===== config.mk =====
export PLATFORM = sky130hd
export DESIGN_NAME = rgb_to_hsv_converter_core
export DESIGN_NICKNAME = d
export VERILOG_FILES = /design/src/r2h_pkg.sv /design/src/r2h_front.sv /design/src/r2h_div_step.sv /design/src/r2h_back.sv /design/src/rgb_to_hsv_converter_core.sv
export SDC_FILE = /design/constraint.sdc
export NUM_CORES = 1
export LEC_CHECK = 0
export ABC_CLOCK_PERIOD_IN_PS = 37900
export BUFFER_PORTS_ARGS = -buffer_cell sky130_fd_sc_hd__buf_2
export CAP_MARGIN = 20
export CORE_UTILIZATION = 48
export CTS_BUF_LIST = sky130_fd_sc_hd__clkbuf_2
export CTS_CLUSTER_DIAMETER = 40
export DETAILED_ROUTE_END_ITERATION = 6
export PLACE_DENSITY = 0.62
export SLEW_MARGIN = 10
export SYNTH_ARGS = -nofsm -noshare
export SYNTH_HDL_FRONTEND = slang
export SYNTH_HIERARCHICAL = 1
export SYNTH_SLANG_ARGS = --single-unit

===== constraint.sdc =====
create_clock -name clk_i -period 37.9 [get_ports clk_i]
set_input_delay 3.79 -clock clk_i [delete_from_list [all_inputs] [get_ports clk_i]]
set_output_delay 3.79 -clock clk_i [all_outputs]
set_load 0.05 [all_outputs]

===== src/r2h_pkg.sv =====
// Shared types, constants and the divider step function of the RGB to HSV converter.
package r2h_pkg;

  // Channel and result widths.
  localparam int unsigned ChanW   = 8;
  localparam int unsigned HueW    = 15;
  localparam int unsigned QuotW   = 12;
  localparam int unsigned NumW    = ChanW + QuotW;
  localparam int unsigned DivSteps = QuotW;
  localparam int unsigned InDataW  = 24;
  localparam int unsigned OutDataW = 32;

  // Hue constants in degrees times 64.
  localparam logic [HueW-1:0] HueSixth     = 15'd3840;
  localparam logic [HueW-1:0] HueGreenBase = 15'd7680;
  localparam logic [HueW-1:0] HueGreyVal   = 15'd11520;
  localparam logic [HueW-1:0] HueBlueBase  = 15'd15360;
  localparam logic [HueW-1:0] HueFull      = 15'd23040;

  // Which channel holds the maximum.
  typedef enum logic [1:0] {
    SEC_RED,
    SEC_GREEN,
    SEC_BLUE
  } r2h_sector_e;

  // Values after the min/max stage.
  typedef struct packed {
    logic [ChanW-1:0] brightness;
    logic [ChanW-1:0] delta;
    logic [ChanW-1:0] mag;
    logic             neg;
    r2h_sector_e      sector;
  } r2h_pre_t;

  // One divider lane: partial remainder, numerator bits shifting out at the
  // top while quotient bits shift in at the bottom, and the divisor.
  typedef struct packed {
    logic [ChanW-1:0] rem;
    logic [QuotW-1:0] bits;
    logic [ChanW-1:0] den;
  } r2h_lane_t;

  // Item traveling through the divider pipeline.
  typedef struct packed {
    r2h_lane_t        hue_lane;
    r2h_lane_t        sat_lane;
    logic [ChanW-1:0] brightness;
    logic             neg;
    logic             black;
    logic             grey;
    r2h_sector_e      sector;
  } r2h_item_t;

  // One restoring division step: brings in the next numerator bit and
  // produces one quotient bit. The remainder stays below the divisor.
  function automatic r2h_lane_t div_step(input r2h_lane_t lane);
    r2h_lane_t      res;
    logic [ChanW:0] trial;
    logic [ChanW:0] diff;
    res   = lane;
    trial = {lane.rem, lane.bits[QuotW-1]};
    diff  = trial - {1'b0, lane.den};
    if (trial >= {1'b0, lane.den}) begin
      res.rem  = diff[ChanW-1:0];
      res.bits = {lane.bits[QuotW-2:0], 1'b1};
    end else begin
      res.rem  = trial[ChanW-1:0];
      res.bits = {lane.bits[QuotW-2:0], 1'b0};
    end
    return res;
  endfunction

endpackage


===== src/r2h_front.sv =====
// Front stages: channel min/max and sector, then divider numerators.
module r2h_front (
  input  logic                      clk_i,
  input  logic                      rst_ni,
  input  logic                      adv_i,
  input  logic                      valid_i,
  input  logic [r2h_pkg::ChanW-1:0] red_i,
  input  logic [r2h_pkg::ChanW-1:0] green_i,
  input  logic [r2h_pkg::ChanW-1:0] blue_i,
  output logic                      valid_o,
  output r2h_pkg::r2h_item_t        item_o
);
  import r2h_pkg::*;

  logic                  pre_valid_q;
  r2h_pre_t              pre_d, pre_q;
  logic                  item_valid_q;
  r2h_item_t             item_d, item_q;
  logic [ChanW-1:0]      mx, mn;
  logic [ChanW:0]        diff;
  logic [NumW-1:0]       hue_num, sat_num;

  // Maximum, minimum and sector; red wins ties, then green.
  always_comb begin
    mx = red_i;
    mn = red_i;
    if (green_i > mx) mx = green_i;
    if (blue_i > mx) mx = blue_i;
    if (green_i < mn) mn = green_i;
    if (blue_i < mn) mn = blue_i;
    pre_d.brightness = mx;
    pre_d.delta      = mx - mn;
    if (red_i >= green_i && red_i >= blue_i) begin
      pre_d.sector = SEC_RED;
      diff = {1'b0, green_i} - {1'b0, blue_i};
    end else if (green_i >= blue_i) begin
      pre_d.sector = SEC_GREEN;
      diff = {1'b0, blue_i} - {1'b0, red_i};
    end else begin
      pre_d.sector = SEC_BLUE;
      diff = {1'b0, red_i} - {1'b0, green_i};
    end
    pre_d.neg = diff[ChanW];
    pre_d.mag = diff[ChanW] ? ChanW'(-diff) : diff[ChanW-1:0];
  end

  // Numerators: 3840 * mag for hue and 255 * delta for saturation.
  always_comb begin
    hue_num = {pre_q.mag, 12'b0} - {4'b0, pre_q.mag, 8'b0};
    sat_num = {4'b0, pre_q.delta, 8'b0} - {12'b0, pre_q.delta};
    item_d.hue_lane.rem  = hue_num[NumW-1:QuotW];
    item_d.hue_lane.bits = hue_num[QuotW-1:0];
    item_d.hue_lane.den  = pre_q.delta;
    item_d.sat_lane.rem  = sat_num[NumW-1:QuotW];
    item_d.sat_lane.bits = sat_num[QuotW-1:0];
    item_d.sat_lane.den  = pre_q.brightness;
    item_d.brightness    = pre_q.brightness;
    item_d.neg           = pre_q.neg;
    item_d.black         = (pre_q.brightness == '0);
    item_d.grey          = (pre_q.delta == '0);
    item_d.sector        = pre_q.sector;
  end

  // Valid bits.
  always_ff @(posedge clk_i or negedge rst_ni) begin
    if (!rst_ni) begin
      pre_valid_q  <= 1'b0;
      item_valid_q <= 1'b0;
    end else if (adv_i) begin
      pre_valid_q  <= valid_i;
      item_valid_q <= pre_valid_q;
    end
  end

  // Payload registers.
  always_ff @(posedge clk_i) begin
    if (adv_i) begin
      pre_q  <= pre_d;
      item_q <= item_d;
    end
  end

  assign valid_o = item_valid_q;
  assign item_o  = item_q;

endmodule


===== src/r2h_div_step.sv =====
// One registered quotient-bit stage for both the hue and saturation dividers.
module r2h_div_step (
  input  logic               clk_i,
  input  logic               rst_ni,
  input  logic               adv_i,
  input  logic               valid_i,
  input  r2h_pkg::r2h_item_t item_i,
  output logic               valid_o,
  output r2h_pkg::r2h_item_t item_o
);
  import r2h_pkg::*;

  logic      valid_q;
  r2h_item_t item_d, item_q;

  // Both lanes advance by one quotient bit.
  always_comb begin
    item_d          = item_i;
    item_d.hue_lane = div_step(item_i.hue_lane);
    item_d.sat_lane = div_step(item_i.sat_lane);
  end

  always_ff @(posedge clk_i or negedge rst_ni) begin
    if (!rst_ni) begin
      valid_q <= 1'b0;
    end else if (adv_i) begin
      valid_q <= valid_i;
    end
  end

  always_ff @(posedge clk_i) begin
    if (adv_i) begin
      item_q <= item_d;
    end
  end

  assign valid_o = valid_q;
  assign item_o  = item_q;

endmodule


===== src/r2h_back.sv =====
// Final stage: signed hue offset, sector base, wrap and the output register.
module r2h_back (
  input  logic                      clk_i,
  input  logic                      rst_ni,
  input  logic                      adv_i,
  input  logic                      valid_i,
  input  r2h_pkg::r2h_item_t        item_i,
  output logic                      valid_o,
  output logic [r2h_pkg::HueW-1:0]  hue_o,
  output logic [r2h_pkg::ChanW-1:0] saturation_o,
  output logic [r2h_pkg::ChanW-1:0] brightness_o
);
  import r2h_pkg::*;

  logic             valid_q;
  logic [HueW-1:0]  hue_d, hue_q;
  logic [ChanW-1:0] sat_d, sat_q;
  logic [ChanW-1:0] bright_q;
  logic [HueW-1:0]  quot;

  // Hue from the sector base and the signed quotient; a negative red hue wraps.
  always_comb begin
    quot = {{(HueW-QuotW){1'b0}}, item_i.hue_lane.bits};
    case (item_i.sector)
      SEC_RED: begin
        hue_d = (item_i.neg && quot != '0) ? HueFull - quot : quot;
      end
      SEC_GREEN: begin
        hue_d = item_i.neg ? HueGreenBase - quot : HueGreenBase + quot;
      end
      SEC_BLUE: begin
        hue_d = item_i.neg ? HueBlueBase - quot : HueBlueBase + quot;
      end
      default: begin
        hue_d = HueGreyVal;
      end
    endcase
    if (item_i.grey) hue_d = HueGreyVal;
    sat_d = item_i.black ? '0 : item_i.sat_lane.bits[ChanW-1:0];
  end

  always_ff @(posedge clk_i or negedge rst_ni) begin
    if (!rst_ni) begin
      valid_q <= 1'b0;
    end else if (adv_i) begin
      valid_q <= valid_i;
    end
  end

  always_ff @(posedge clk_i) begin
    if (adv_i) begin
      hue_q    <= hue_d;
      sat_q    <= sat_d;
      bright_q <= item_i.brightness;
    end
  end

  assign valid_o      = valid_q;
  assign hue_o        = hue_q;
  assign saturation_o = sat_q;
  assign brightness_o = bright_q;

endmodule


===== src/rgb_to_hsv_converter_core.sv =====
// Top level of the pipelined RGB to HSV pixel converter.
//
// Channel   Direction  Beat contents (lowest bit first)
// s_axis    in         red[7:0], green[15:8], blue[23:16]
// m_axis    out        hue[14:0], saturation[22:15], brightness[30:23], zero[31]
//
// One pixel enters per clock while s_axis_tready_o is high; each result passes
// through two front stages, twelve divider stages (one quotient bit each for
// the hue and saturation dividers), and the output register.
// Reset clears only the valid bits; payload registers are not reset.
// The whole pipeline holds while a result waits on m_axis, so nothing is lost
// or repeated; s_axis_tready_o is high whenever the output register is empty
// or being taken.
module rgb_to_hsv_converter_core (
  input  logic                         clk_i,
  input  logic                         rst_ni,
  input  logic                         s_axis_tvalid_i,
  output logic                         s_axis_tready_o,
  // red[7:0], green[15:8], blue[23:16]
  input  logic [r2h_pkg::InDataW-1:0]  s_axis_tdata_i,
  output logic                         m_axis_tvalid_o,
  input  logic                         m_axis_tready_i,
  // hue[14:0], saturation[22:15], brightness[30:23], zero pad[31]
  output logic [r2h_pkg::OutDataW-1:0] m_axis_tdata_o
);
  import r2h_pkg::*;

  logic             adv;
  logic             stage_valid [DivSteps+1];
  r2h_item_t        stage_item  [DivSteps+1];
  logic             out_valid;
  logic [HueW-1:0]  hue;
  logic [ChanW-1:0] saturation;
  logic [ChanW-1:0] brightness;

  // Global advance: move when the output register is empty or being taken.
  assign adv             = !out_valid || m_axis_tready_i;
  assign s_axis_tready_o = adv;

  r2h_front u_front (
    .clk_i   (clk_i),
    .rst_ni  (rst_ni),
    .adv_i   (adv),
    .valid_i (s_axis_tvalid_i),
    .red_i   (s_axis_tdata_i[7:0]),
    .green_i (s_axis_tdata_i[15:8]),
    .blue_i  (s_axis_tdata_i[23:16]),
    .valid_o (stage_valid[0]),
    .item_o  (stage_item[0])
  );

  // Divider chain, one quotient bit per stage.
  for (genvar i = 0; i < DivSteps; i++) begin : g_div
    r2h_div_step u_step (
      .clk_i   (clk_i),
      .rst_ni  (rst_ni),
      .adv_i   (adv),
      .valid_i (stage_valid[i]),
      .item_i  (stage_item[i]),
      .valid_o (stage_valid[i+1]),
      .item_o  (stage_item[i+1])
    );
  end

  r2h_back u_back (
    .clk_i        (clk_i),
    .rst_ni       (rst_ni),
    .adv_i        (adv),
    .valid_i      (stage_valid[DivSteps]),
    .item_i       (stage_item[DivSteps]),
    .valid_o      (out_valid),
    .hue_o        (hue),
    .saturation_o (saturation),
    .brightness_o (brightness)
  );

  assign m_axis_tvalid_o = out_valid;
  assign m_axis_tdata_o  = {1'b0, brightness, saturation, hue};

endmodule


* Word level (Yosys, flattened, before mapping) *
Cells that the tools add are included.

word-level totals
  output and inout bits = 34
  word-level logic and storage cells = 261
  register bits after elaboration = 835
  bits of input ports = 28

operators by class
  eq/ne operators = 2
  mux-type cells = 36
  magnitude comparators = 31
  add/sub/neg operators = 34
  reductions and logical operators = 8

operators by type and width
  cell                      count
  $mux W20                  22
  $ge A9 B8 Y1              24
  $sub A8 B8 Y8             23
  $mux W15                  3
  $pmux W15 S3              1
  $mux W8                   5
  $sub A8 B8 Y9             3
  $ge A8 B8 Y1              3
  $sub A20 B16 Y20          1
  $mux W9                   2
  $sub A16 B8 Y17           1
  $gt A8 B8 Y1              2
  $logic_not A8 Y1          2
  $lt A8 B8 Y1              2
  $add A14 B12 Y15 const A  1
  $sub A14 B12 Y15 const A  1
  $sub A15 B12 Y15 const A  1
  $add A13 B12 Y14 const A  1
  $sub A13 B12 Y14 const A  1
  $reduce_bool A12 Y1       1
  $neg A8 Y8                1
  $eq A2 B1 Y1 const B      1
  $eq A2 B2 Y1 const B      1
  $logic_and A1 B1 Y1       2
  other kinds (5)           6

* Logic depth before layout (Yosys ltp) *
  depth in word-level cells = 5
  depth in mapped cells = 29
  depth with buffers taken out = 28

* Cells and area by module *
The synthesis kept the hierarchy.

by module, submodules not included
  module                                cells each  times used  seq. area each (µm²)  area an instance (µm²)
  r2h_div_step at g_div[11].u_step ...  197         7           2097.0                3055.4
  r2h_div_step at g_div[0].u_step ...   200         3           2097.0                3079.2
  r2h_front                             510         1           2332.2                5415.2
  r2h_div_step at g_div[8].u_step       202         1           2097.0                3110.5
  r2h_div_step at g_div[10].u_step      200         1           2097.0                3105.5
  r2h_back                              170         1           955.9                 1886.8
  rgb_to_hsv_converter_core             3           1           0.0                   17.5

* Worst setup path before layout *
OpenSTA, ideal clock, no wires.

  path kind = in2out
  start = in m_axis_tready_i
  end = out s_axis_tready_o
  path slack = 7.391 ns
  data required time = 34.110 ns
  data arrival time = 26.719 ns
  stages on the path = 1
  path buffers = 0
  cell sequence = nand2b_1

on the way
  word-level cells in the longest chain between the ends = 1

RTL lines
  item                RTL line                         source
  start: declaration  rgb_to_hsv_converter_core.sv:22  input logic m_axis_tready_i,
  $logic_or A1 B1 Y1  rgb_to_hsv_converter_core.sv:37  assign adv = !out_valid || m_axis_tready_i;
  end: declaration    rgb_to_hsv_converter_core.sv:18  output logic s_axis_tready_o,

No other way between the ends.

* Final worst setup path *
Same ends and word-level chain as after synthesis.

==> run_results.csv <==
group,metric,value,unit
clock_tree,h-tree-depth,4,
clock_tree,clockBufferDepth,3,
synth,syn_avg_cell_area,14.2,sq um
worst_setup_path,r2r_cells,4,
worst_setup_path,rrSetupSlack,33.53,ns
routing,routedLengthMet1,29.2,mm
clock_tree,clkTransAtPathRegs,0.09,ns
routing,highest_layer,"met5",
min_path,min_path_type,"register to register",
clock_tree,cts_made_buffers,216,
global_route,grt_overflow,0,
die,die_w,296,um
outcome,status,"complete, no violations",
worst_setup_path,crit_required,34.11,ns
timing,period_needed,8.87,ns
global_route,antenna_found_initial,4,
cells_and_area,layout_common_cells,"edfxtp_1 (861), clkbuf_2 (327), inv_1 (319), ha_1 (257), a21oi_1 (132)",
worst_setup_path,worst-path-max-fanout,63,
timing,skew,0.0878,ns
clock_tree,cts_tree,"yes",
clock_tree,cts_num_sinks,876,
routing,routed-wl-met2,38.5,mm
routing,post_drt_wl_per_cell,16.2,um
cells_and_area,drive_gt1_share,19.4,%
clock_tree,post_cts_buffers,0,
worst_setup_path,r2r_start,"u_back/valid_o",
flow_run,maxCapViolCount,0,
clock_tree,cts-hold-fix-buffers,0,
timing,max_slew_margin,27.7,%
routing,wl_met3,2.58,mm
synth,syn_area,41400,sq um
routing,vias_per_cell,5.17,
min_path,holdPathEnd,"g_div[1].u_step/item_o[2]",
routing,final_antenna_net_count,0,
cells_and_area,utilization,52.7,%
die,die-area,87500,sq um
synth,synth_warnings,6,
die,io_pins,62,
die,coreArea,85300,sq um
worst_setup_path,worstSetupPathType,"input port to primary output",
timing,max_freq,113,MHz
worst_setup_path,startpoint_type,"input port",
routing,finalWirelength,72.5,mm
global_route,grt_max_degree,197,
clock_tree,cts_repair_resize_count,0,
timing,rsz0062_at_grt,"no",
timing,finalHoldViolCount,0,
timing,finalSetupTns,0,ns
cells_and_area,fin_nets,3483,
timing,setup-violations-final,0,
die,initial_utilization,48.6,%
timing,worst-slew-pin-transition,1.08,ns
timing,final_max_slew_viol_count,0,
placed_design,gp_congestion,0.901,
die,rows,107,
routing,dr.pass1.iters,5,
clock_tree,worst_skew_pair.late_latency,1.38,ns
min_path,hold_depth,0,
worst_setup_path,arrival,5.08,ns
placed_design,place_hpwl,51.2,mm
routing,drc,0,
global_route,grt_pass1_wl,118,mm
cells_and_area,layout_commonest_cell,"edfxtp_1",
die,die_h,296,um
min_path,worstHoldStart,"g_div[0].u_step/item_o[2]",
global_route,grt_use_total,16.9,%
synth,syn_inst,2920,
clock_tree,root_buffer,"clkbuf_2",
placed_design,portBuffers,60,
timing,finalCritPeriodShare,23.4,%
cells_and_area,syn_to_final_growth,8.42,%
global_route,first_global_vias,24344,
routing,drt-initial-drc-count,1050,
routing,vias,23112,
worst_setup_path,worstSetupEndpointType,"primary output",
worst_setup_path,r2r_end,"g_div[0].u_step/item_o[28]",
cell type report:
type	count	area [sq um]
diodes	5	12.5
clock buffers	327	1640
clock inverters	44	274
fillers	7224	40300
inverters	331	1240
multi-input cells	1675	13700
flip-flops and latches	876	26200
well taps	1144	1430
repair buffers	72	423
metal layers:
| layer | up-vias | track usage (%) |
|---|---|---|
| li1 | 11476 | - |
| met1 | 11071 | 18.3 |
| met2 | 415 | 31.1 |
| met3 | 148 | 3.63 |
| met4 | 2 | 8.33 |
| met5 | - | 0 |
metrics by stage:
step	std cells	cell area (sq um)	setup WS, ns	hold slack [ns]
detailed placement	4097	43000	28.17	0.405
global route	4474	44900	28.92	0.316
finish	4474	44900	29.03	0.339
floorplan	2928	41500	9.15	0.400
global placement	4097	43000	28.17	0.401
CTS	4468	44900	28.97	0.292
how the worst max path moves through the flow:
stage / endpoint / slack (ns) / from / depth (start not counted)
floorplan: s_axis_tready_o / 9.15 / m_axis_tready_i / 1
global placement: u_front/item_d[48] / 28.17 / s_axis_tdata_i[9] / 26
finish: s_axis_tready_o / 29.03 / m_axis_tready_i / 3
global route: s_axis_tready_o / 28.92 / m_axis_tready_i / 3
CTS: s_axis_tready_o / 28.97 / m_axis_tready_i / 3
detailed placement: u_front/item_d[48] / 28.17 / s_axis_tdata_i[9] / 26
critical path, cell delays in order:
cell      delay [ns]
buf_2           0.07
nand2b_4        0.71
buf_2           0.41
flip-flops by register name, summed over array words and instances (netlist names), 8 cells and up:
register,flops
u_front/item_o,49
u_back/hue_o,15
u_front/pre_q,8
u_front/item_d,19
u_back/saturation_o,8
g_div.u_step/valid_o,12
g_div.u_step/item_o,754
u_back/brightness_o,8
Power is not shown: default switching activity piles up to over one toggle a cycle in this logic, so the estimate is an artifact.
